<file path="src/hdl/set_assoc_cache_tag_store_assert.svh">
// Assertion helpers shared by the tag store RTL.
`ifndef SET_ASSOC_CACHE_TAG_STORE_ASSERT_SVH
`define SET_ASSOC_CACHE_TAG_STORE_ASSERT_SVH

// Same-cycle implication, masked during reset.
`define SACTS_ASSERT_NOW(label, clk, rst_n, ante, cons, msg) \
  label: assert property (@(posedge clk) disable iff (!rst_n) (ante) |-> (cons)) \
    else $error(msg);

// Next-cycle implication, masked during reset.
`define SACTS_ASSERT_NEXT(label, clk, rst_n, ante, cons, msg) \
  label: assert property (@(posedge clk) disable iff (!rst_n) (ante) |=> (cons)) \
    else $error(msg);

`endif

</file>
<file path="src/hdl/sacts_pkg.sv">
`timescale 1ns / 1ps
`default_nettype none

package sacts_pkg;

  localparam int CNT_W      = 32;
  localparam int CFG_IDX_W  = 8;
  localparam int CFG_DATA_W = 4;

  // Configuration register indexes
  localparam logic [CFG_IDX_W-1:0] CFG_POLICY  = 8'd0;
  localparam logic [CFG_IDX_W-1:0] CFG_WAYS    = 8'd1;
  localparam logic [CFG_IDX_W-1:0] CFG_SET_BITS = 8'd2;
  localparam logic [CFG_IDX_W-1:0] CFG_OFFSET  = 8'd3;

  // Replacement policy codes
  localparam logic POLICY_FIFO = 1'b0;
  localparam logic POLICY_LRU  = 1'b1;

  // Reset values of the configuration registers
  localparam logic [CFG_DATA_W-1:0] RST_WAYS     = 4'd8;
  localparam logic [CFG_DATA_W-1:0] RST_SET_BITS = 4'd8;
  localparam logic [CFG_DATA_W-1:0] RST_OFFSET   = 4'd6;

  // One finished access, as seen by the statistics counters
  typedef struct packed {
    logic upd;
    logic hit;
    logic is_write;
  } stat_evt_t;

endpackage

`default_nettype wire

</file>
<file path="src/hdl/sacts_stats.sv">
`timescale 1ns / 1ps
`default_nettype none

module sacts_stats (
  input  wire                          clk,
  input  wire                          rst_n,
  input  wire sacts_pkg::stat_evt_t    evt,
  output logic [sacts_pkg::CNT_W-1:0]  hit_total,
  output logic [sacts_pkg::CNT_W-1:0]  miss_total,
  output logic [sacts_pkg::CNT_W-1:0]  read_total,
  output logic [sacts_pkg::CNT_W-1:0]  write_total
);

  logic [sacts_pkg::CNT_W-1:0] hit_r, miss_r, read_r, write_r;

  // Advance the running totals once per finished access
  always_ff @(posedge clk) begin
    if (!rst_n) begin
      hit_r   <= '0;
      miss_r  <= '0;
      read_r  <= '0;
      write_r <= '0;
    end else if (evt.upd) begin
      if (evt.hit) begin
        hit_r <= hit_r + 1'b1;
      end else begin
        miss_r <= miss_r + 1'b1;
        read_r <= read_r + 1'b1;
      end
      if (evt.is_write) begin
        write_r <= write_r + 1'b1;
      end
    end
  end

  assign hit_total   = hit_r;
  assign miss_total  = miss_r;
  assign read_total  = read_r;
  assign write_total = write_r;

endmodule

`default_nettype wire

</file>
<file path="config.mk">
export PLATFORM = sky130hd
export DESIGN_NAME = sacts_stats
export DESIGN_NICKNAME = d
export VERILOG_FILES = /design/src/hdl/set_assoc_cache_tag_store_assert.svh /design/src/hdl/sacts_pkg.sv /design/src/hdl/sacts_stats.sv
export SDC_FILE = /design/constraint.sdc
export NUM_CORES = 1
export LEC_CHECK = 0
export ABC_AREA = 1
export BUFFER_PORTS_ARGS = -buffer_cell sky130_fd_sc_hd__clkbuf_2
export CAP_MARGIN = 20
export CORE_ASPECT_RATIO = 1.1
export CORE_MARGIN = 2
export CORE_UTILIZATION = 50
export CTS_CLUSTER_DIAMETER = 150
export CTS_CLUSTER_SIZE = 10
export DETAILED_ROUTE_END_ITERATION = 16
export PLACE_DENSITY_LB_ADDON = 0.3
export SYNTH_ARGS = -nofsm -noshare
export SYNTH_HDL_FRONTEND = slang
export SYNTH_SLANG_ARGS = --single-unit
</file>
<file path="constraint.sdc">
create_clock -name clk -period 1.5 [get_ports clk]
set_input_delay 0.15 -clock clk [delete_from_list [all_inputs] [get_ports clk]]
set_output_delay 0.15 -clock clk [all_outputs]
set_load 0.05 [all_outputs]
</file>
# Yosys cells after proc, flatten, opt, wreduce, memory -nomap -nowiden
# Index checks and enable logic that the tools add are counted.
# totals
word_cells,12
mem_bits_ro,0
regBits,128
latchBits,0
n_memories,0
ramBits,0
# op_classes
n_mul,0
shifts,0
n_addsub,4
n_bitwise,1
reduce_logical,3
n_mux,0
n_lt_le_gt_ge,0
eq_ne,0
div_mod_pow,0
# op_table
operator,count
32-bit by 1-bit adder with 32-bit output (second input constant),4
2-bit AND reduction,3
1-bit inverter,1

# Longest topological paths before layout
# logic_depth
word_depth,2
depth_mapped,10
ltp_nobuf,10

# Worst setup path before layout
# OpenSTA, ideal clock, no wires.
# synth_timing
path_kind,flip-flop to flip-flop
start,register hit_r (netlist bit hit_total[1])
end,register hit_r (netlist bit hit_total[30])
period_less_slack_ns,1.909
arrival_ns,1.796
required_ns,1.387
setup_slack_ns,-0.409
path_stages_with_launch,9
path_cell_list,dfxtp_1 ha_1 nand3_1 nor2_1 nand2_1 nor2_4 nand3_1 nor2_1 nor2_1
# synth_between
elab_chain_cells,1
# synth_rtl
item,line,source
"start, declared",sacts_stats.sv:14,"logic [sacts_pkg::CNT_W-1:0] hit_r, miss_r, read_r, write_r;"
"start signal, assigned",sacts_stats.sv:25,hit_r <= hit_r + 1'b1;
32-bit by 1-bit adder with 32-bit output,sacts_stats.sv:25,
# Every way passes these cells.
# A chain may end at the register's enable or synchronous reset.

# Worst setup path in the final report
# Same ends and word-level chain as after synthesis.

==> out/metrics.cfg <==
[drt]
vias = 7355
vias_per_cell = 5.11
first_pass_iters = 6
drt.antenna.violating_nets = 0
avgRoutedWirePerCell_um = 12.7
routed_wl_um = 18300
drtIter0Drc = 607
drc_errors = 0

[placement]
dp.cells = 1395
place_congestion = 0.934
dpl_cell_area_sq_um = 7950
dp_hpwl_um = 12900
io_buffers = 132

[synth]
synth_edf_count = 0
yosysWarnings = 0
synth_cell_types = 32
yosysSeqAreaShare_pct = 38.1
yosysMostFrequentCell = nand2_1
synth_top_area_share_pct = 38.1
avgSynthCellArea_sq_um = 6.21
synth_area_sq_um = 6730
synth_nets = 1094
synth_seq_cells = 128
synthCells = 1085
synth_common_cells = nand2_1, nor2_1, inv_1
ys.flop_type = dfxtp_1
synth_top_area_cell = dfxtp_1
async_flop_share_pct = 0
synthTopCellsByArea = dfxtp_1, nand2_1, nor2_1

[global_routing]
grt.overflow.total = 0
grtUsageTotal_pct = 24.6
grt_max_degree = 65
grt_pass1_vias = 6463
antenna_found_initial = 0
grt_pass1_wl_um = 29200

[clock_tree]
numCtsBuffers = 17
htree_num_levels = 4
clk_pin_slew_ps = 50
insertion_delay_ps = 420
clockBufferDepth = 2
hold_buffers = 0
cts_tree = done
root_buffer = clkbuf_16
numClockSinks = 128

[outcome]
status = finished, final reports clean

[critical_path]
crit_required_ps = 1810
worstSetupPathType = reg -> reg
r2r_cells = 8
critPathMaxFanout = 8
cp.arrival_ps = 1780
r2r_slack_ps = 40
start_kind = flip-flop
endpoint_kind = flip-flop

[sta]
rsz0062_at_grt = yes
finalSetupViolations = 0
skew_ps = 7.12
post-route-min-period_ps = 1460
tightest_slew_ps = 535
max_clock_freq_mhz = 683
finalCritPeriodShare_pct = 97.6
slew_violations = 0
hold_violations = 0
maxSlewHeadroom_pct = 64.0

[pwr]
power_mw = 7.86
power_frac_seq_pct = 43.7
max-vdd-ir-drop_uv = 592
p_comb_share_pct = 3.8
powerDensity_nw_per_um2 = 885
clkPwrFrac_pct = 52.5
p_sw_share_pct = 21.5
p_sw_mw = 1.69
power.leakage_nw = 3.82
p_int_mw = 6.17

[finish]
final_nets = 1273
design_area_sq_um = 8880
instances_no_fill = 1438
drive_above_1_share_pct = 27.7
diodes = 0
nFillCells = 1134
area_growth_pct = 31.9

[floorplan]
design.core.area_sq_um = 13200
die_w_um = 115
start_util_pct = 51.2
dieArea_sq_um = 14400
io-pin-count = 133
rows = 44
die_y_um = 126

[hold_path]
hold-path-cell-count = 4
hold_path_class = in -> reg

[job]
maxCapViolations = 0

-- cell families after synthesis --
kind of cell	Yosys count	synth area share (%)
simple gates	654	41.0
buf+inv	176	10.2
flops	128	38.1
compound gates	114	8.83
xor+xnor	9	1.17
fa+ha+maj	4	0.743
-- stage by stage --
step / setup slack [ps] / utilization [%] / hold slack (ps) / TNS [ps]
final: 35.4 / 67.5 / 203 / 0
after global placement: 53.9 / 60.4 / 446 / 0
after floorplan: -22.1 / - / 396 / -22.1
after global routing: -59.5 / 67.5 / 223 / -383
after CTS: -22.6 / 65.0 / 193 / -39.5
after detailed placement: 10.2 / 60.4 / 451 / 0
-- per-layer routing --
| layer | vias up | GRT usage (%) | wire length, um |
|---|---|---|---|
| li1 | 3806 | - | - |
| met1 | 3318 | 31.7 | 8140 |
| met2 | 204 | 41.0 | 8900 |
| met3 | 27 | 5.10 | 956 |
| met4 | 0 | 8.39 | 273 |
| met5 | - | 0 | 0 |
-- power groups by stage --
stage | clock network [mW] | logic (mW) | registers [mW]
floorplan | 0 | 0.141 | 3.56
global placement | 0 | 0.284 | 3.50
detailed placement | 0 | 0.286 | 3.50
CTS | 4.17 | 0.288 | 3.43
global route | 4.35 | 0.332 | 3.43
finish | 4.13 | 0.300 | 3.43
-- state kept, by name (all words and copies together), names as in the netlist --
name / count
hit_total: 32
write_total: 32
miss_total: 32
read_total: 32
-- final timing paths --
check	start	endpoint
worst max-delay path	hit_total[1]	hit_total[30]
worst min-delay path	evt[2]	read_total[0]
worst max register to register	hit_total[1]	hit_total[30]
worst min register to register	hit_total[15]	hit_total[15]
-- cells in the final DEF (no fill, tap or decap), drive strengths merged --
cell type and count:
nor2 234, nor3 22, nand3 95, nand2 265
clkinv 4, nand4 27, dfxtp 128, xnor2 2
inv 157, nand3b 2, a22oi 1, bufinv 2
and3 2, o21ai 49, a31oi 3, o21a 3
a211oi 3, nor3b 6, ha 4, buf 46
o21bai 1, a21oi 54, and2 2, clkbuf 158
xor2 7
-- repair_timing --
| action | 4_1_cts | 5_1_grt |
|---|---|---|
| setup buffers | 0 | 10 |
| setup endpoints to repair | 5 | 71 |
| gates cloned | 0 | 1 |
| pin swaps | 0 | 16 |
| endpoints found under the hold margin | 0 | 0 |
| gates resized for setup | 2 | 68 |
-- critical path, stage by stage, from the launching register on --
cell and delay, ps:
dfxtp_4 370, ha_4 150, nand3_4 100, nor2_4 180, nand2_4 80, nor2_4 220, nand3_2 110, nor2_1 110
nor2_1 50
-- final cells by class --
class                      count  area, sq um  share of cell area, %
multi-input combinational    782         3760                   42.3
sequential                   128         2700                   30.4
timing repair buffer         177         1040                   11.7
inverter                     158          593                   6.68
clock buffer                  27          514                   5.79
tap                          161          201                   2.27
clock inverter                 5         75.1                  0.845
Power figures use the tool's default switching activity.
